$ cat config.mk
export PLATFORM = sky130hd
export DESIGN_NAME = gbm_front
export DESIGN_NICKNAME = d
export VERILOG_FILES = /design/src/hdl/gbm_pkg.sv /design/src/hdl/gbm_front.sv
export SDC_FILE = /design/constraint.sdc
export NUM_CORES = 2
export LEC_CHECK = 0
export BUFFER_PORTS_ARGS = -buffer_cell sky130_fd_sc_hd__buf_2
export CAP_MARGIN = 30
export CORE_MARGIN = 4
export CORE_UTILIZATION = 35
export CTS_CLUSTER_DIAMETER = 50
export DETAILED_ROUTE_END_ITERATION = 8
export PLACE_DENSITY = 0.59
export SYNTH_ARGS = -nofsm -noshare
export SYNTH_HDL_FRONTEND = slang
export SYNTH_SLANG_ARGS = --single-unit
export TNS_END_PERCENT = 1
$ cat constraint.sdc
create_clock -name clk -period 10 [get_ports clk]
set_clock_uncertainty 0.2 [all_clocks]
set_input_delay 3 -clock clk [delete_from_list [all_inputs] [get_ports clk]]
set_output_delay 3 -clock clk [all_outputs]
set_load 0.01 [all_outputs]
$ cat src/hdl/gbm_pkg.sv
// Shared types, constants and tables for the GBM price path stepper.
// Used by the queue, the front and back parts, and the top level.
package gbm_pkg;

	localparam int QDEPTH = 2;
	localparam int QPTR_W = $clog2(QDEPTH);

	localparam logic [30:0] LOG2E_Q30 = 31'd1549082005;
	localparam logic [29:0] LN2_Q30 = 30'd744261118;
	localparam logic [31:0] ONE_Q30 = 32'd1073741824;
	localparam logic [31:0] PRICE_MAX = 32'hFFFF_FFFF;
	localparam logic [3:0] HORNER_TERMS = 4'd12;

	localparam logic [2:0] REG_DRIFT = 3'd0;
	localparam logic [2:0] REG_VOL = 3'd1;
	localparam logic [2:0] REG_SPOT = 3'd2;
	localparam logic [2:0] REG_STEPS = 3'd3;
	localparam logic [2:0] REG_PATHS = 3'd4;
	localparam logic [2:0] REG_ANTI = 3'd5;

	typedef struct packed {
		logic signed [31:0] drift_step;
		logic [23:0] vol_step;
		logic [31:0] spot_price;
		logic [15:0] steps_per_path;
		logic [15:0] path_count;
		logic antithetic_mode;
	} cfg_t;

	typedef struct packed {
		logic is_spot;
		logic signed [31:0] log_main;
		logic signed [31:0] log_mirror;
		logic [15:0] idx;
		logic pe;
		logic be;
	} entry_t;

	typedef enum logic [1:0] {F_IDLE, F_MUL, F_ADD, F_PUSH} front_state_t;
	typedef enum logic [1:0] {FP_SPOT, FP_STEP} push_sel_t;
	typedef enum logic [3:0] {
		B_IDLE, B_Y, B_T, B_HMUL, B_HREC, B_HCOR, B_PMUL, B_SHIFT, B_OUT
	} back_state_t;

	// floor(2^35 / n) for the Horner divisors; n of one is bypassed.
	function automatic logic [34:0] recip(input logic [3:0] n);
		logic [34:0] r;
		case (n)
			4'd2: r = 35'd17179869184;
			4'd3: r = 35'd11453246122;
			4'd4: r = 35'd8589934592;
			4'd5: r = 35'd6871947673;
			4'd6: r = 35'd5726623061;
			4'd7: r = 35'd4908534052;
			4'd8: r = 35'd4294967296;
			4'd9: r = 35'd3817748707;
			4'd10: r = 35'd3435973836;
			4'd11: r = 35'd3123612578;
			4'd12: r = 35'd2863311530;
			default: r = 35'd0;
		endcase
		return r;
	endfunction

endpackage

$ cat src/hdl/gbm_front.sv
// Front part: takes samples, updates both log offsets and the step and
// path counters, and queues a spot entry and a step entry. Uses gbm_pkg.
module gbm_front (
	input logic clk,
	input logic arst_n,
	input gbm_pkg::cfg_t cfg,
	input logic in_valid,
	output logic in_stall,
	input logic signed [15:0] normal_sample,
	output logic push,
	output gbm_pkg::entry_t push_data,
	input logic full
);
	import gbm_pkg::*;

	front_state_t state_q, state_d;
	push_sel_t sel_q;
	logic signed [15:0] sample_q;
	logic first_q;
	logic signed [32:0] noise_q;
	logic signed [31:0] log_main_q, log_mirror_q;
	logic [15:0] step_q, path_q;
	entry_t ent_q, spot_ent;

	logic signed [40:0] nprod;
	logic signed [34:0] sum_m, sum_r, base_m, base_r;
	logic [15:0] steps, paths, idx, pnext;
	logic pe, be;

	function automatic logic signed [31:0] sat32(input logic signed [34:0] v);
		logic signed [31:0] r;
		if (v > 35'sd2147483647) begin
			r = 32'sh7FFF_FFFF;
		end else if (v < -35'sd2147483648) begin
			r = 32'sh8000_0000;
		end else begin
			r = v[31:0];
		end
		return r;
	endfunction

	// The product is formed from the held sample, since the port may already
	// carry the next item.
	always_comb begin
		nprod = $signed({17'b0, cfg.vol_step}) * 41'(sample_q);
		base_m = first_q ? 35'sd0 : 35'(log_main_q);
		base_r = first_q ? 35'sd0 : 35'(log_mirror_q);
		sum_m = base_m + 35'(cfg.drift_step) + 35'(noise_q);
		sum_r = base_r + 35'(cfg.drift_step) - 35'(noise_q);
		steps = (cfg.steps_per_path == '0) ? 16'd1 : cfg.steps_per_path;
		paths = (cfg.path_count == '0) ? 16'd1 : cfg.path_count;
		idx = step_q + 16'd1;
		pe = (idx >= steps) || (idx == '0);
		pnext = path_q + 16'd1;
		be = pe && ((pnext >= paths) || (pnext == '0));
		spot_ent = '{is_spot: 1'b1, log_main: '0, log_mirror: '0, idx: '0,
			pe: 1'b0, be: 1'b0};
	end

	always_comb begin
		state_d = state_q;
		in_stall = 1'b1;
		push = 1'b0;
		push_data = (sel_q == FP_SPOT) ? spot_ent : ent_q;
		case (state_q)
			F_IDLE: begin
				in_stall = 1'b0;
				if (in_valid) begin
					state_d = F_MUL;
				end
			end
			F_MUL: state_d = F_ADD;
			F_ADD: state_d = F_PUSH;
			F_PUSH: begin
				push = 1'b1;
				if (!full && sel_q == FP_STEP) begin
					state_d = F_IDLE;
				end
			end
			default: state_d = F_IDLE;
		endcase
	end

	always_ff @(posedge clk or negedge arst_n) begin
		if (!arst_n) begin
			state_q <= F_IDLE;
			sel_q <= FP_STEP;
			first_q <= 1'b0;
			log_main_q <= '0;
			log_mirror_q <= '0;
			step_q <= '0;
			path_q <= '0;
		end else begin
			state_q <= state_d;
			case (state_q)
				F_IDLE: begin
					if (in_valid) begin
						first_q <= (step_q == '0);
					end
				end
				F_ADD: begin
					log_main_q <= sat32(sum_m);
					log_mirror_q <= sat32(sum_r);
					sel_q <= first_q ? FP_SPOT : FP_STEP;
					if (pe) begin
						step_q <= '0;
						path_q <= be ? 16'd0 : pnext;
					end else begin
						step_q <= idx;
					end
				end
				F_PUSH: begin
					if (!full) begin
						sel_q <= FP_STEP;
					end
				end
				default: ;
			endcase
		end
	end

	always_ff @(posedge clk) begin
		if (state_q == F_IDLE && in_valid) begin
			sample_q <= normal_sample;
		end
		if (state_q == F_MUL) begin
			noise_q <= 33'(nprod >>> 8);
		end
		if (state_q == F_ADD) begin
			ent_q <= '{is_spot: 1'b0, log_main: sat32(sum_m), log_mirror: sat32(sum_r),
				idx: idx, pe: pe, be: be};
		end
	end
endmodule

* Yosys cells after proc, flatten, opt, wreduce, memory -nomap -nowiden
Cells that the tools add are included.
Storage, ports and cells: memories 0, memory bits (read-only) 0, bits in writable memories 0, flip-flop bits (word level) 232, word-level logic and storage cells 71, latch bits 0, bits of input ports 141
Cells by class: reduce and logical (&&, ||, !) cells 18, div/mod/pow operators 0, equality and inequality tests 7, bitwise logic cells 0, add/subtract/negate cells 6, multiply operators 1, shift operators 0, magnitude comparators 6, mux-type cells 19
Operators with widths (number):
- $mux W32 | 4
- $mux W83 | 1
- $logic_not A16 Y1 | 5
- $add A35 B32 Y35 | 2
- $gt A35 B32 Y1 const B | 2
- $lt A35 B32 Y1 const B | 2
- $mux W35 | 2
- $mux W16 | 4
- $mul A25 B16 Y41 | 1
- $add A35 B33 Y35 | 1
- $sub A35 B33 Y35 | 1
- $add A16 B1 Y16 const B | 2
- $ge A16 B16 Y1 | 2
- $pmux W2 S4 | 1
- $reduce_and A2 Y1 | 4
- $mux W2 | 3
- $ne A2 B2 Y1 const B | 3
- $eq A2 B1 Y1 const B | 2
- $eq A2 B2 Y1 const B | 2
- $logic_not A2 Y1 | 2
- $pmux W2 S2 | 1
- $logic_and A1 B1 Y1 | 3
- $mux W1 | 3
- $logic_or A1 B1 Y1 | 2
- other kinds (2) | 2

* Logic depth before layout (Yosys ltp)
word-level depth 6, mapped depth 24

* Worst setup path after synthesis
No wires, ideal clock.
path kind input-to-reg, start point input port cfg[87] in the netlist's numbering, end point register noise_q[31] (data pin), path slack 1099 ps, data arrival time 8443 ps, buffers on the path 1, cell stages on the path 23, data required time 9542 ps, cell sequence clkbuf_1 -> nand2_1 -> fa_1 -> inv_1 -> fa_1 -> inv_1 -> fa_1 -> inv_1 -> fa_1 -> fa_1 -> inv_1 -> fa_1 -> inv_1 -> ha_1 -> a21oi_1 -> o21ai_0 -> a21o_1 -> a221o_1 -> o21ai_0 -> a21oi_1 -> a21o_1 -> a21oi_1 -> xnor2_1
Between the ends: cells in the longest elaborated chain, start to end 1
Ends and longest elaborated chain:
- start: declaration | line gbm_front.sv:6 | input gbm_pkg::cfg_t cfg,
- $mul A25 B16 Y41 | line gbm_front.sv:45 | nprod = $signed({17'b0, cfg.vol_step}) * 41'(sample_q);
- named net nprod[39] | line gbm_front.sv:25 | logic signed [40:0] nprod;
- end signal: assignment | line gbm_front.sv:127 | noise_q <= 33'(nprod >>> 8);
- end: declaration | line gbm_front.sv:20 | logic signed [32:0] noise_q;
The timed path passes the listed nets, and every way through them passes these cells. A chain may end at the register's enable or synchronous reset.

* Worst setup path after layout
start point input port cfg[79] in the netlist's numbering, end point register noise_q[26] (data pin)
The elaborated chain is that of the path after synthesis.

==> results.md <==
- Cts bufs inserted: 39
- Wirelength per Cell: around 19 um
- Synth warn: 0
- Hold Path Depth: 1
- # hold bufs at CTS: 0
- Final Setup Violations: 0
- Reg2Reg Launch Point: sample_q[15]
- Unrepaired setup endpoints after global routing: no
- Worst reg2reg path depth: 20
- Post-route cell area: 32300 sq um
- Cell variety after synth: 73
- Initial Util: 35.4%
- GRT met3 Usage: around 3.3%
- Final Max Tran Viols: 0
- CP Launch Type: input pin
- Gr busiest metal: met2
- Register area share after synthesis: ~22%
- Most common flop cell mapped by yosys: edfxtp_1
- Post-route insts no fill: 4366
- Post-Synth Simple-Gate Area: around 17%
- Via Count: 21900
- Area contributors post-synth: fa_1 (26%), edfxtp_1 (14%), ha_1 (11%)
- Cell Chain, Critical Path: buf_2 > nand2_1 > fa_1 > inv_1 > fa_1 > fa_1 > fa_1 > fa_1 > inv_1 > fa_1 > inv_1 > ha_1 > and4_1 > nor3b_1 > nand4_1 > nand2_1 > a21oi_1 > o21bai_1 > a21oi_1 > or4_1 > o2111ai_1
- Seq cells post-synth: 231
- Number of port buffers: around 190
- Number of global-route vias before repair: around 23000
- Status: finished, final reports clean
- Delay-heaviest family, CP: adder cells
- Crit path largest cell delay: about 0.56 ns
- Area Overhead vs Synth: 12.9%
- CP Max Fanout: 16
- DRT iter0 DRCs: 1249
- Reg2reg end: noise_q[26]
- Post-CTS Setup Bufs: 0
- Worst Tran Pin Value: 0.981 ns
- Critical path data arrival time: 9.13 ns
- GP Congestion: 0.910
- Asr flop ratio synth: 43.3%
- GRT met1 Usage: between 20% and 30%
- R2R Setup Slk: approximately 2.5 ns
- Die Span X: between 200 and 300 um
- Required time worst endpoint: slightly above 10 ns
- Post-DP Area: about 31000 sq um
- Synth Net Count: roughly 3900
- Commonest non-fill, non-tap cells in the layout: inv_1 (584), fa_1 (372), nand2_1 (319)
- Synth Area in Adders: between 30% and 40%
- Endpoints failing hold: 0
- GRT Total Usage: a little under a fifth
- Post-DP HPWL: roughly 63000 um
- First-pass GRT wire length: between 100000 and 150000 um
- Fin worst setup slack: about 1.1 ns
- Post-synthesis mux area share: less than 1%
- Worst Hold Launch: log_mirror_q[29]
- Commonest non-fill, non-tap cell in the layout: inv_1
- Synth area leader: fa_1
- CTS resizes: 0
- Die area: roughly 86000 sq um
- Via density: ~5
- Compound-gate portion of the synthesized area: between 10 and 15%
- Avg Inst Size Synth: 9.17 sq um
- Worst-Skew Late Latency: between 0.5 and 0.6 ns
- Share of cells above drive strength 1: about a tenth
- Cell with the most instances on the worst path: fa_1
- Hold Path Sink: log_mirror_q[29]
- Die height: between 200 and 300 um
- Row cnt: approximately 100
- Slew margin rel.: about a third
- Initial antenna violation count: 9
- DRC viols: 0
- Max Cap Viol: 0
- Placed cell count: about 4300
- Final wirelength: 81000 um
- Post-route ant nets: 0
- DR pass1 iterations: 5
- Mapped Cells: around 3100
- Fin Setup TNS: 0 ns
- # H-tree levels: 2
- Tmin final: between 8 and 9 ns
- CTS tree: built
- Top-Level Pins: about 230
- Worst-path clk slew: around 0.060 ns
- Crit path buf inv count: 4
- Root buffer cell: clkbuf_16
- Max Freq: 112 MHz
- Sink Count: about 230
- Crit. End Element: flip-flop
- Synth top area share: a little over a quarter
- Met2 Resource Use GR: approximately 32%
- Clk buf depth: 3
- Final period utilization: slightly below 90%
- Hold Path Class: flip-flop to flip-flop
- Synthesized area: between 20000 and 30000 sq um
- CP max-delay cell: fa_1
- Critical path type: input pin to flip-flop
- Nets: 4025
- Core ar.: around 81000 sq um
- Synth Area in XOR/XNOR: 3.55%
- Largest family of logic cells by synthesized area: adder cells
- Post-Place Worst Slack: ~0.46 ns
- Post-synth EDFFs: about 130
- Total congestion overflow: 0
- Largest net degree at the start of global routing: 76
registers in the layout, indices dropped and copies added (netlist names):
register,cells
ent_q,82
sel_q,1
path_q,16
state_q,2
first_q,1
noise_q,33
step_q,16
log_mirror_q,32
log_main_q,32
sample_q,16
cell usage after synthesis (14+ instances only):
cell type	number
inv_1	584
fa_1	372
nand2_1	319
and2_1	245
ha_1	243
nor2_1	148
a21oi_1	132
edfxtp_1	131
o21ai_0	120
clkbuf_1	116
dfrtp_1	99
xnor2_1	75
nand2b_1	63
xor2_1	41
nand3_1	38
a21o_1	34
o221ai_1	34
nor3_1	29
nand4_1	25
o2bb2ai_1	23
a31oi_1	20
a211oi_1	19
o21bai_1	17
and3_1	16
nor4_1	14
worst reg2reg max path, cell delays in order (launching register included):
cell and delay [ns]:
edfxtp_1 0.87, inv_1 0.59, nor2_1 0.26, fa_1 0.46
fa_1 0.52, fa_1 0.45, fa_1 0.50, fa_1 0.51
inv_1 0.05, fa_1 0.48, inv_1 0.05, ha_1 0.30
and4_1 0.20, nor3b_1 0.20, nand4_1 0.24, nand2_1 0.18
a21oi_1 0.09, o21bai_1 0.36, a21oi_1 0.22, or4_1 0.43
o2111ai_1 0.12
through the flow:
step / hold slack [ns] / utilization (%)
2_1_floorplan: 0.256 / -
3_3_place_gp: 0.270 / 38.0
3_5_place_dp: 0.275 / 38.2
4_1_cts: 0.294 / 39.9
5_1_grt: 0.319 / 40.0
6_report: 0.292 / 40.0
layer usage:
metal,wire length [um],vias up
met3,4760,124
li1,-,10300
met2,38500,565
met1,35800,10800
met5,29,-
met4,1890,6
cell families (layout without fill, tap and decap cells):
kind of cell / after synthesis / after routing
buffers and inverters: 717 / 894
other: 0 / 6
xor gates and xnor gates: 116 / 116
DFF: 231 / 231
muxes: 4 / 4
and+or+nand+nor: 956 / 956
AOI/OAI and AO/OA: 484 / 484
adders and majority gates: 615 / 615
layout make-up:
| type | instances | area, sq um |
|---|---|---|
| fill | 8158 | 48500 |
| multi-input combinational | 2175 | 19500 |
| sequential | 231 | 6440 |
| inverter | 584 | 2190 |
| timing repair buffer | 238 | 1460 |
| tap | 1060 | 1330 |
| clock buffer | 48 | 1030 |
| clock inverter | 24 | 335 |
| antenna | 6 | 15.0 |
how the worst max path moves through the flow:
stage / start / endpoint / slack [ns] / depth (start not counted)
3_3_place_gp: cfg[78] / noise_q[26] / 0.51 / 21
3_5_place_dp: cfg[70] / noise_q[26] / 0.46 / 22
4_1_cts: cfg[70] / noise_q[26] / 1.06 / 22
5_1_grt: cfg[70] / noise_q[26] / 0.78 / 23
6_report: cfg[79] / noise_q[26] / 1.08 / 21
2_1_floorplan: cfg[87] / noise_q[31] / 1.10 / 23
Power is not shown: default switching activity piles up to over one toggle a cycle in this logic, so the estimate is an artifact.
