**config.mk**
```make
export PLATFORM = sky130hd
export DESIGN_NAME = gbm_queue
export DESIGN_NICKNAME = d
export VERILOG_FILES = /design/src/hdl/gbm_pkg.sv /design/src/hdl/gbm_queue.sv
export SDC_FILE = /design/constraint.sdc
export NUM_CORES = 1
export LEC_CHECK = 0
export ABC_CLOCK_PERIOD_IN_PS = 4900
export BUFFER_PORTS_ARGS = -buffer_cell sky130_fd_sc_hd__buf_4
export CORE_ASPECT_RATIO = 0.5
export CORE_MARGIN = 2
export CORE_UTILIZATION = 35
export DETAILED_ROUTE_END_ITERATION = 6
export PLACE_DENSITY = 0.66
export SLEW_MARGIN = 10
export SYNTH_ARGS = -nofsm -noshare
export SYNTH_HDL_FRONTEND = slang
export SYNTH_SLANG_ARGS = --single-unit
export TNS_END_PERCENT = 5
```
**constraint.sdc**
```tcl
create_clock -name clk -period 4.9 [get_ports clk]
set_input_delay 0.49 -clock clk [delete_from_list [all_inputs] [get_ports clk]]
set_output_delay 0.49 -clock clk [all_outputs]
set_load 0.01 [all_outputs]
```
**src/hdl/gbm_pkg.sv**
```systemverilog
// Shared types, constants and tables for the GBM price path stepper.
// Used by the queue, the front and back parts, and the top level.
package gbm_pkg;

	localparam int QDEPTH = 2;
	localparam int QPTR_W = $clog2(QDEPTH);

	localparam logic [30:0] LOG2E_Q30 = 31'd1549082005;
	localparam logic [29:0] LN2_Q30 = 30'd744261118;
	localparam logic [31:0] ONE_Q30 = 32'd1073741824;
	localparam logic [31:0] PRICE_MAX = 32'hFFFF_FFFF;
	localparam logic [3:0] HORNER_TERMS = 4'd12;

	localparam logic [2:0] REG_DRIFT = 3'd0;
	localparam logic [2:0] REG_VOL = 3'd1;
	localparam logic [2:0] REG_SPOT = 3'd2;
	localparam logic [2:0] REG_STEPS = 3'd3;
	localparam logic [2:0] REG_PATHS = 3'd4;
	localparam logic [2:0] REG_ANTI = 3'd5;

	typedef struct packed {
		logic signed [31:0] drift_step;
		logic [23:0] vol_step;
		logic [31:0] spot_price;
		logic [15:0] steps_per_path;
		logic [15:0] path_count;
		logic antithetic_mode;
	} cfg_t;

	typedef struct packed {
		logic is_spot;
		logic signed [31:0] log_main;
		logic signed [31:0] log_mirror;
		logic [15:0] idx;
		logic pe;
		logic be;
	} entry_t;

	typedef enum logic [1:0] {F_IDLE, F_MUL, F_ADD, F_PUSH} front_state_t;
	typedef enum logic [1:0] {FP_SPOT, FP_STEP} push_sel_t;
	typedef enum logic [3:0] {
		B_IDLE, B_Y, B_T, B_HMUL, B_HREC, B_HCOR, B_PMUL, B_SHIFT, B_OUT
	} back_state_t;

	// floor(2^35 / n) for the Horner divisors; n of one is bypassed.
	function automatic logic [34:0] recip(input logic [3:0] n);
		logic [34:0] r;
		case (n)
			4'd2: r = 35'd17179869184;
			4'd3: r = 35'd11453246122;
			4'd4: r = 35'd8589934592;
			4'd5: r = 35'd6871947673;
			4'd6: r = 35'd5726623061;
			4'd7: r = 35'd4908534052;
			4'd8: r = 35'd4294967296;
			4'd9: r = 35'd3817748707;
			4'd10: r = 35'd3435973836;
			4'd11: r = 35'd3123612578;
			4'd12: r = 35'd2863311530;
			default: r = 35'd0;
		endcase
		return r;
	endfunction

endpackage

```
**src/hdl/gbm_queue.sv**
```systemverilog
// Two-entry register queue between the front and back parts.
// Depends on gbm_pkg for the entry type and depth.
module gbm_queue (
	input logic clk,
	input logic arst_n,
	input logic push,
	input gbm_pkg::entry_t push_data,
	output logic full,
	input logic pop,
	output logic empty,
	output gbm_pkg::entry_t pop_data
);
	import gbm_pkg::*;

	entry_t mem_q [QDEPTH];
	logic [QPTR_W-1:0] wr_q, rd_q;
	logic [QPTR_W:0] cnt_q;

	assign full = (cnt_q == (QPTR_W+1)'(QDEPTH));
	assign empty = (cnt_q == '0);
	assign pop_data = mem_q[rd_q];

	always_ff @(posedge clk) begin
		if (push && !full) begin
			mem_q[wr_q] <= push_data;
		end
	end

	always_ff @(posedge clk or negedge arst_n) begin
		if (!arst_n) begin
			wr_q <= '0;
			rd_q <= '0;
			cnt_q <= '0;
		end else begin
			if (push && !full) begin
				wr_q <= wr_q + 1'b1;
			end
			if (pop && !empty) begin
				rd_q <= rd_q + 1'b1;
			end
			cnt_q <= cnt_q + (QPTR_W+1)'(push && !full) - (QPTR_W+1)'(pop && !empty);
		end
	end
endmodule

```
== After elaboration in Yosys (flattened, before gate mapping) ==
Memories as Yosys holds them, arrays and structs flattened.
Cells that the tools add are included.
W data, S select, Z words.

* Bits in writable memories: 166
* Flip-flop bits (word level): 4
* Memories: 1
* Output and inout bits: 85

{| class="wikitable"
|+ Memories
! name !! words !! width !! read ports !! clocked after Yosys merged registers in !! wr ports !! line !! RTL
|-
| mem_q || 2 || 83 || 1 || 0 || 1 || gbm_queue.sv:15 || <nowiki>entry_t mem_q [QDEPTH];</nowiki>
|}

* Reduce and logical (&&, ||, !) cells: 5
* Multiplexer cells: 2
* Equal/unequal tests: 1
* Add/sub/neg operators: 4

{| class="wikitable"
|+ Operator list
! cell !! number
|-
| $add A1 B1 Y1 const B || 2
|-
| $add A2 B1 Y2 || 1
|-
| $eq A2 B2 Y1 const B || 1
|-
| $logic_and A1 B1 Y1 || 2
|-
| $logic_not A1 Y1 || 2
|-
| $logic_not A2 Y1 || 1
|-
| $mux W1 || 2
|-
| $sub A2 B1 Y2 || 1
|}

== Longest topological paths before layout ==
Gate-level depths: netlist (run 1).

* Depth after elaboration: 5
* Gate-level depth with buffers: 7
* Gate-level depth less buffers: 7

== Worst setup path after synthesis (run 1) ==
OpenSTA, ideal clock, no wires.

* Path kind: reg2reg
* Start: register cnt_q[1]
* End: memory mem_q[0][0] (netlist bit) (enable)
* Buffers on the path: 0
* Slack: 0.320 ns
* Data arrival time: 4.055 ns
* Setup time: 0.525 ns
* Clock period less this slack: 4.580 ns
* Data required time: 4.375 ns
* Stages on the path, launching flop included: 4
* Path through: dfrtp_1 nand2b_1 nand2_1 nor2_1

* Word-level cells in the longest chain between the ends: 5

{| class="wikitable"
|+ Ends and longest elaborated chain
! item !! line !! RTL
|-
| start: declaration || gbm_queue.sv:17 || <nowiki>logic [QPTR_W:0] cnt_q;</nowiki>
|-
| start signal: assignment || gbm_queue.sv:41 || <nowiki>cnt_q <= cnt_q + (QPTR_W+1)'(push && !full) - (QPTR_W+1)'(pop && !empty);</nowiki>
|-
| $eq A2 B2 Y1 || gbm_queue.sv:19 || <nowiki>assign full = (cnt_q == (QPTR_W+1)'(QDEPTH));</nowiki>
|-
| $logic_not A1 Y1 || gbm_queue.sv:24 || <nowiki>if (push && !full) begin</nowiki>
|-
| $logic_and A1 B1 Y1 || gbm_queue.sv:24 ||
|-
| $mux W1 || gbm_queue.sv:24 ||
|-
| $mux W1 (implied by the code) || gbm_queue.sv:25 || <nowiki>mem_q[wr_q] <= push_data;</nowiki>
|-
| end: declaration || gbm_queue.sv:15 ||
|}

Every way passes these cells.

==> impl_metrics.tcl, run 1 <==
set metrics [dict create \
    post_cts_resized 0 \
    drt_pre_antenna_iters 4 \
    synth_cells 276 \
    status "completed" \
    synth_mux_area_frac 0.180 \
    cp-end-kind "output port" \
    synth_area_um2 6430 \
    hold_buffers 1 \
    worst_slack_ps 1990 \
    drive_gt1_frac 0.613 \
    p_per_area_nw_per_um2 593 \
    grt_pass1_vias 3188 \
    slew_headroom 0.312 \
    synth_top_family_by_area "multiplexers" \
    hold_viol 0 \
    grt_max_degree 52 \
    postSynthAreaPerCell_um2 23.3 \
    p_int_mw 3.62 \
    die_y_um 99.9 \
    antenna_found_initial 0 \
    die_w_um 196 \
    slew_violations 0 \
    cts_tree "built" \
    total_leakage_power_nw 3.32 \
    num_rows 34 \
    fillCellCount 1500 \
    finalCriticalPeriod_ps 2910 \
    seq_power_share 0.423 \
    p_sw_mw 1.44 \
    syn_nets 365 \
    min_path_type "input pin to flip-flop" \
    required_ps 4410 \
    clock_latency_ps 420 \
    cts.path.max_buffers 2 \
    p_clk_frac 0.248 \
    tns_ps 0 \
    gr-usage-all-layers 0.125 \
    dp_hpwl_mm 8.10 \
    ff2ff_path_depth 4 \
    drt_iter0_drc 171 \
    start_util 0.363 \
    finalCritPeriodShare 0.594 \
    worstSetupStartpointType "flip-flop" \
    wl_per_cell_um 17.1 \
    route.detailed.drc 0 \
    rsz0062_at_grt "false" \
    via_count 3085 \
    swShare 0.285 \
    postRouteAntennaNets 0 \
    diodes 0 \
    gr-total-overflow 0 \
    cts_root_buf "clkbuf_16" \
    yosysWarnings 0 \
    grt_pass1_wl_mm 17.9 \
    whs_path_depth 1 \
    critPathArrivalTime_ps 2420 \
    worstSetupStartpoint "rd_q$_DFFE_PN0P_" \
    synthArstFlopShare 0.0235 \
    synth_edf_count 166 \
    dieArea_um2 19500 \
    synthXorXnorAreaFrac 0.00545 \
    synth_ff_type "edfxtp_1" \
    post_cts_buffers 0 \
    pre_cts_ws_ps 2400 \
    synth_compound_area_frac 0 \
    cp_max_fo 34 \
    fmax_mhz 343 \
    maxCapViolations 0 \
    syn2layout_area_growth_pct 32.7 \
    routed_wl_mm 12.1 \
    seq_area_frac_synth 0.791 \
    htreeDepth 4 \
    synth_cell_type_count 15 \
    clk_pin_slew_ps 70 \
    core_area_um2 17700 \
    comb_power_share 0.329 \
    finalSetupViolCount 0 \
    cts_sinks 170 \
    peakVddDrop_v 0.000337 \
    io-pin-count 172 \
    regToRegStartpoint "cnt_q[1]$_DFF_PN0_" \
    vias_per_cell 4.36 \
    min_from "push_data[33]" \
    routabilityCongestion 0.707 \
    synth_seq_cells 170 \
    yosys.area_share.simple 0.00467 \
    numCtsBuffers 17 \
    tightest_slew_ps 1030 \
    crit_type "flip-flop to output port" \
    synth_fa_ha_area_frac 0.00389 \
    nets 551 \
    port_buffers 171 \
    fin_skew_ps 9.47 \
]
[synthesized netlist by cell type, types with 2 or more instances]
library cell,n,share of area
edfxtp_1,166,0.78
nor2_1,2,0.0012
mux2_2,23,0.040
buf_6,7,0.012
inv_1,2,0.0012
buf_2,2,0.0016
dfrtp_1,4,0.016
mux2_4,60,0.14
xnor2_1,3,0.0041
ha_1,2,0.0039
[path summary, 6_finish.rpt]
| kind | slack (ps) | to |
|---|---|---|
| setup reg to reg | 2660 | mem_q[0][5]$_DFFE_PP_ |
| max in group asynchronous | 4380 | rd_q$_DFFE_PN0P_ |
| hold reg to reg | 510 | cnt_q[1]$_DFF_PN0_ |
| setup / recovery | 1990 | pop_data[64] |
| min in group asynchronous | 410 | cnt_q[0]$_DFF_PN0_ |
| hold / removal | 260 | mem_q[1][33]$_DFFE_PP_ |
[sequential cells by signal (all words and copies together), names as in the netlist]
| signal | flops |
|---|---|
| mem_q | 166 |
| cnt_q | 2 |
| rd_q | 1 |
| wr_q | 1 |
[layout by cell type (no fill, tap or decap)]
cell type,n
clkbuf_16,17
dlygate4sd3_1,1
nor2b_1,1
nor2_1,1
bufinv_16,1
xnor2_1,3
inv_1,2
nand2b_1,1
xor2_1,1
buf_12,1
dfrtp_4,1
and3_4,1
inv_6,4
nor2_4,1
nand2_1,1
mux2_2,23
buf_4,174
clkinvlp_4,6
dfrtp_1,3
edfxtp_1,166
ha_1,2
clkbuf_1,1
mux2_4,60
clkinv_4,1
[metal layers]
metal / GRT usage / routed length [µm] / vias to the layer above
li1: - / - / 1457
met4: 0.0606 / 262 / 0
met5: 0 / 0 / -
met3: 0.0292 / 360 / 18
met1: 0.144 / 4850 / 1553
met2: 0.223 / 6580 / 57
[power by group through the flow]
stage	Combinational, mW	Clock [mW]	Sequential (mW)
final	1.67	1.25	2.14
after global routing	1.77	1.34	2.18
after CTS	1.71	1.29	2.15
after detailed placement	1.70	0	2.18
after global placement	1.70	0	2.16
after floorplan	1.08	0	2.11
[metrics by stage]
step / hold slack (ps) / instance area (µm²) / cells / power, mW / util
floorplan: 194 / 6430 / 276 / 3.19 / -
global placement: 296 / 7980 / 676 / 3.86 / 0.451
detailed placement: 291 / 7980 / 676 / 3.88 / 0.451
CTS: 234 / 8540 / 707 / 5.14 / 0.482
global route: 227 / 8540 / 707 / 5.30 / 0.482
finish: 257 / 8540 / 707 / 5.06 / 0.482
[worst max-delay path: stages (launching register included)]
cell and delay [ps]:
dfrtp_4 810, buf_4 570, mux2_2 400, buf_4 140
[cell type report]
| cell class | count | area (µm²) | share of cell area |
|---|---|---|---|
| sequential | 170 | 5090 | 0.596 |
| inverter | 2 | 7.51 | 0.000880 |
| timing repair buffer | 176 | 1340 | 0.157 |
| tap | 234 | 293 | 0.0343 |
| clock buffer | 18 | 429 | 0.0503 |
| clock inverter | 12 | 119 | 0.0139 |
| multi-input combinational | 95 | 1260 | 0.148 |
[logic make-up (layout without fill, tap and decap cells)]
logic type / count (synthesis) / count (layout)
flops: 170 / 170
xor+xnor: 4 / 4
mux: 83 / 83
fa+ha+maj: 2 / 2
buf+inv: 11 / 208
simple gates: 6 / 6
(Power assumes the default switching activity.)
==> run 2, diff against run 1 <==
--- a/config.mk
+++ b/config.mk
@@ -5,13 +5,14 @@
 export SDC_FILE = /design/constraint.sdc
 export NUM_CORES = 1
 export LEC_CHECK = 0
-export ABC_CLOCK_PERIOD_IN_PS = 4900
+export ABC_AREA = 1
+export ABC_CLOCK_PERIOD_IN_PS = 2950
 export BUFFER_PORTS_ARGS = -buffer_cell sky130_fd_sc_hd__buf_4
 export CORE_ASPECT_RATIO = 0.5
 export CORE_MARGIN = 2
 export CORE_UTILIZATION = 35
 export DETAILED_ROUTE_END_ITERATION = 6
-export PLACE_DENSITY = 0.66
+export PLACE_DENSITY = 0.64
 export SLEW_MARGIN = 10
 export SYNTH_ARGS = -nofsm -noshare
 export SYNTH_HDL_FRONTEND = slang
==> constraint.sdc (replaced) <==
create_clock -name clk -period 2.95 [get_ports clk]
set_input_delay 0.295 -clock clk [delete_from_list [all_inputs] [get_ports clk]]
set_output_delay 0.295 -clock clk [all_outputs]
set_load 0.01 [all_outputs]
==> run 2 against run 1 <==
Net effect: sequential share of layout area up 0.48 points; sequential power up 59%; flip-flop and latch count unchanged; final area down 0.85%; clock skew down 2.1 ps; critical path type unchanged; largest power group unchanged.
==> impl_metrics.tcl, run 2 <==
set metrics [dict create \
    via_count 3861 \
    syn2layout_area_growth_pct 35.3 \
    synth_cell_type_count 11 \
    postSynthAreaPerCell_um2 13.4 \
    final_cell_mix "nand2_1, buf_4, edfxtp_1" \
    whs_path_depth 1 \
    routabilityCongestion 0.731 \
    cts_tree "built" \
    routed_wl_mm 13.7 \
    worstSetupStartpointType "flip-flop" \
    final_common_cell "nand2_1" \
    die_w_um 193 \
    tns_ps 0 \
    dieArea_um2 19000 \
    path_cells "buf_4, nand2_1, nand2_1, buf_4" \
    core_area_um2 17400 \
    yosysWarnings 0 \
    reg_top3 "mem_q x166, cnt_q x2" \
    cpPeakStageDelay_ps 710 \
    synth.most_common_cell "nand2_1" \
    cts_sinks 170 \
    num_rows 34 \
    total_leakage_power_nw 3.62 \
    drt_iter0_drc 203 \
    cp_max_fo 84 \
    synth_area_um2 6260 \
    htreeDepth 4 \
    crit_type "flip-flop to output port" \
    peakVddDrop_v 0.000410 \
    dp_hpwl_mm 8.83 \
    clock_latency_ps 420 \
    syn_nets 556 \
    dpl.cell_count 861 \
    grt_pass1_vias 3918 \
    wl_per_cell_um 15.3 \
    post_cts_buffers 0 \
    final_util 0.485 \
    fmax_mhz 451 \
    required_ps 2650 \
    maxCapViolations 0 \
    finalCritPeriodShare 0.751 \
    p_sw_mw 2.79 \
    synth_edf_count 166 \
    die_y_um 98.5 \
    p_int_mw 5.89 \
    start_util 0.359 \
    crit_slowest_cell "buf_4" \
    grt_pass1_wl_mm 20.6 \
    largest_reg_flops 166 \
    regMostFlops "mem_q" \
    hold_viol 0 \
    drive_gt1_frac 0.321 \
    synth_seq_cells 170 \
    rrSetupSlack_ps 1420 \
    fillCellCount 1523 \
    critPathArrivalTime_ps 1920 \
    cts.path.max_buffers 2 \
    antenna_found_initial 0 \
    io-pin-count 172 \
    port_buffers 171 \
    cp-end-kind "output port" \
    synthArstFlopShare 0.0235 \
    postRouteAntennaNets 0 \
    gr-total-overflow 0 \
    cts_root_buf "clkbuf_16" \
    final_cells 894 \
    ff2ff_path_depth 4 \
    diodes 0 \
    clk_pin_slew_ps 70 \
    drt_pre_antenna_iters 5 \
    status "completed" \
    numCtsBuffers 17 \
    tightest_slew_ps 912 \
    synth_commonest_cells "nand2_1, edfxtp_1, buf_2, inv_1, buf_4" \
    p_clk_frac 0.272 \
    nets 736 \
    slew_headroom 0.392 \
    seq_power_share 0.393 \
    seq_area_frac_synth 0.813 \
    slew_violations 0 \
    swShare 0.322 \
    finalCriticalPeriod_ps 2220 \
    synth_ff_type "edfxtp_1" \
    synth_top_area_frac 0.797 \
    synth_top_area_cell "edfxtp_1" \
    synth_cells 467 \
    route.detailed.drc 0 \
    synth.area.top_cells "edfxtp_1, nand2_1, dfrtp_1, buf_2, buf_4" \
    gr-usage-all-layers 0.145 \
    fin_skew_ps 7.40 \
    p_per_area_nw_per_um2 1030 \
    finalSetupViolCount 0 \
    rsz0062_at_grt "false" \
    min_path_type "input pin to flip-flop" \
    grt_max_degree 85 \
    comb_power_share 0.335 \
    vias_per_cell 4.32 \
]
## run 2: repair_timing
action                                 4_1_cts  5_1_grt
gates resized for setup                      0        0
setup endpoints to repair                    0        0
hold buffers                                 1        0
endpoints found under the hold margin        4        0
## run 2: stage by stage
stage	hold slack, ps	setup WS (ps)	area, µm²	power (mW)
floorplan	-0.591	328	6260	4.96
global placement	94.7	1200	7830	6.40
detailed placement	95.8	1180	7830	6.44
CTS	40.6	689	8460	8.81
global route	36.4	575	8460	9.17
finish	58.3	734	8460	8.68
## run 2: logic make-up (layout without fill, tap and decap cells)
| group | after synthesis | in the layout | synth area share |
|---|---|---|---|
| AND/OR/NAND/NOR | 266 | 266 | 0.160 |
| buffers and inverters | 29 | 222 | 0.0230 |
| adder cells (fa/ha/maj) | 2 | 2 | 0.00400 |
| flip-flops | 170 | 170 | 0.813 |
## run 2: metal layers
metal | vias up | share of wire | GRT usage | wire, µm
li1 | 1926 | - | - | -
met1 | 1843 | 0.41 | 0.167 | 5570
met2 | 70 | 0.53 | 0.264 | 7320
met3 | 22 | 0.037 | 0.0356 | 503
met4 | 0 | 0.021 | 0.0519 | 285
met5 | - | 0 | 0 | 0
## run 2: worst paths after layout
path	startpoint	end
max	rd_q$_DFFE_PN0P_	pop_data[61]
min in group asynchronous	arst_n	cnt_q[1]$_DFF_PN0_
max reg2reg	cnt_q[1]$_DFF_PN0_	mem_q[1][26]$_DFFE_PP_
max in group asynchronous	arst_n	rd_q$_DFFE_PN0P_
min reg2reg	wr_q$_DFFE_PN0P_	wr_q$_DFFE_PN0P_
min	push_data[35]	mem_q[0][35]$_DFFE_PP_
## run 2: worst max-delay path: cells and delay by family, from the launching register on
kind / cells / cell delay (ps)
buffers and inverters: 2 / 840
flip-flops: 1 / 360
AND/OR/NAND/NOR: 2 / 270
## run 2: cell type report
class	instances	area, µm²	area share
Clock buffer	18	429	0.0507
Clock inverter	14	194	0.0229
Inverter	11	42.5	0.00503
Multi-Input combinational cell	268	1030	0.122
Sequential cell	170	5090	0.601
Tap cell	234	293	0.0346
Timing Repair Buffer	179	1380	0.164
## run 2: power by group through the flow
stage / logic, mW / registers [mW] / clock network (mW)
final: 2.91 / 3.41 / 2.36
after global routing: 3.21 / 3.46 / 2.51
after CTS: 2.99 / 3.42 / 2.41
after detailed placement: 2.97 / 3.47 / 0
after global placement: 2.96 / 3.44 / 0
after floorplan: 1.50 / 3.46 / 0
==> run 3, diff against run 2 <==
--- a/config.mk
+++ b/config.mk
@@ -6,7 +6,7 @@
 export NUM_CORES = 1
 export LEC_CHECK = 0
 export ABC_AREA = 1
-export ABC_CLOCK_PERIOD_IN_PS = 2950
+export ABC_CLOCK_PERIOD_IN_PS = 2100
 export BUFFER_PORTS_ARGS = -buffer_cell sky130_fd_sc_hd__buf_4
 export CORE_ASPECT_RATIO = 0.5
 export CORE_MARGIN = 2
==> constraint.sdc (replaced) <==
create_clock -name clk -period 2.1 [get_ports clk]
set_input_delay 0.21 -clock clk [delete_from_list [all_inputs] [get_ports clk]]
set_output_delay 0.21 -clock clk [all_outputs]
set_load 0.01 [all_outputs]
==> run 3 against run 2 <==
Net effect: routed wire length rose by 3.6%; core utilization rose by 4.6 points; worst setup slack got worse by 530 ps; first-iteration DRC count rose by 7.4%; critical path depth rose by 1; sequential power rose by 41%; non-clock buffer count rose by 82; power rose by 40%; critical path type unchanged; critical endpoint is now pop_data[69]; highest routed layer unchanged.
==> impl_metrics.tcl, run 3 (synthesis results as in run 2) <==
set metrics [dict create \
    status "completed" \
    final_cell_mix "nand2_1, buf_4, edfxtp_1" \
    drt_iter0_drc 218 \
    postRouteAntennaNets 0 \
    drive_gt1_frac 0.289 \
    seq_area_um2 5090 \
    fmax_mhz 529 \
    fin_skew_ps 7.62 \
    critPathTopFamily "buffers and inverters" \
    die_y_um 98.5 \
    crit_type "flip-flop to output port" \
    core_area_um2 17400 \
    endpoint "pop_data[69]" \
    io-pin-count 172 \
    fillCellCount 1465 \
    dp_hpwl_mm 8.49 \
    antenna_found_initial 0 \
    post_cts_buffers 0 \
    cts_tree "built" \
    syn2layout_area_growth_pct 48.0 \
    p_per_area_nw_per_um2 1310 \
    min_from "pop" \
    pre_cts_ws_ps 567 \
    peakVddDrop_v 0.000676 \
    diodes 0 \
    regToRegStartpoint "cnt_q[0]$_DFF_PN0_" \
    cts.path.max_buffers 2 \
    final_common_cell "nand2_1" \
    grt_pass1_wl_mm 22.1 \
    gr-usage-all-layers 0.153 \
    htreeDepth 4 \
    cp-end-kind "output port" \
    cts_sinks 170 \
    post_cts_resized 0 \
    worst_slack_ps 209 \
    design_area_um2 9260 \
    crit_slowest_cell "dfrtp_2" \
    clock_latency_ps 410 \
    worstSetupStartpointType "flip-flop" \
    cts_root_buf "clkbuf_16" \
    cp_max_fo 45 \
    worstSetupStartpoint "rd_q$_DFFE_PN0P_" \
    grt_pass1_vias 4405 \
    largest_reg_flops 166 \
    start_util 0.359 \
    gr-total-overflow 0 \
    hold_viol 0 \
    ff2ff_path_depth 5 \
    num_rows 34 \
    maxCapViolations 0 \
    finalCriticalPeriod_ps 1890 \
    cp.depth 5 \
    wl_per_cell_um 14.5 \
    hold_buffers 84 \
    drt_pre_antenna_iters 4 \
    slew_violations 0 \
    path_cells "inv_2, buf_4, nand2_1, nand2_1, buf_4" \
    path_buf_inv 3 \
    met3_usage 0.0274 \
    grt_max_degree 85 \
    slew_headroom 0.660 \
    reg_top3 "mem_q x166, cnt_q x2" \
    routed_wl_mm 14.2 \
    cpPeakStageDelay_ps 430 \
    nets 818 \
    total_leakage_power_nw 3.94 \
    finalCritPeriodShare 0.900 \
    numCtsBuffers 17 \
    reg2reg_to "mem_q[1][50]$_DFFE_PP_" \
    regMostFlops "mem_q" \
    dieArea_um2 19000 \
    busiest_layer "met2" \
    critPathArrivalTime_ps 1680 \
    routabilityCongestion 0.719 \
    required_ps 1890 \
    dpl_cell_area_um2 7850 \
    tightest_slew_ps 510 \
    rsz0062_at_grt "false" \
    route.detailed.drc 0 \
    rrSetupSlack_ps 560 \
    finalSetupViolCount 0 \
    via_count 4222 \
    use_met2 0.285 \
    multiInputGateArea_um2 1040 \
    clk_pin_slew_ps 60 \
    die_w_um 193 \
    gr-usage-met1 0.177 \
    port_buffers 171 \
    vias_per_cell 4.33 \
    min_path_type "input pin to flip-flop" \
]
-- run 3: cell types whose count changed in the layout (fill, tap and decap cells not counted) --
cell	before	now
nand3_1	3	2
nand2_1	262	260
nand2_2	0	2
clkbuf_1	1	0
buf_12	3	4
buf_4	175	173
dlygate4sd3_1	1	84
inv_6	3	4
nand3_2	0	1
clkinv_4	3	2
clkinvlp_4	1	3
bufinv_16	4	2
-- run 3: per-stage QoR --
stage / power, mW / hold slack (ps) / utilization / TNS, ps / std cells
after global placement: 9.01 / 11.8 / 0.450 / 0 / 860
after CTS: 12.3 / 40.4 / 0.531 / 0 / 975
final: 12.1 / 49.6 / 0.531 / 0 / 975
after floorplan: 6.97 / -85.6 / - / -16360 / 467
after global routing: 12.8 / 66.9 / 0.531 / 0 / 975
after detailed placement: 9.08 / 12.7 / 0.450 / 0 / 860
-- run 3: layout make-up --
cell class              count  share of cell area
inverters                  11             0.00486
flip-flops and latches    170               0.549
repair buffers            261               0.240
clock inverters            14              0.0158
clock buffers              17              0.0459
multi-input cells         268               0.113
well taps                 234              0.0316
-- run 3: worst min-delay path by stage --
stage,end,slack (ps),cells after the start
after floorplan,cnt_q[0]$_DFF_PN0_,-90,0
after global placement,wr_q$_DFFE_PN0P_,10,1
after detailed placement,wr_q$_DFFE_PN0P_,10,1
after CTS,rd_q$_DFFE_PN0P_,40,3
after global routing,rd_q$_DFFE_PN0P_,70,3
final,rd_q$_DFFE_PN0P_,50,3
-- run 3: layer usage --
layer	vias to the layer above	routed length [µm]
met4	0	180
met1	2051	5750
met5	-	0
met3	13	378
met2	70	7860
li1	2088	-
-- run 3: report_power, final --
group | switching [mW] | internal [mW]
sequential | 0.175 | 4.62
clock | 1.28 | 1.75
combinational | 2.52 | 1.76
-- run 3: worst register-to-register path, delay by kind of cell, from the launching register on --
kind / cells / cell delay [ps]
simple gates: 3 / 320
buf+inv: 2 / 410
flops: 1 / 340
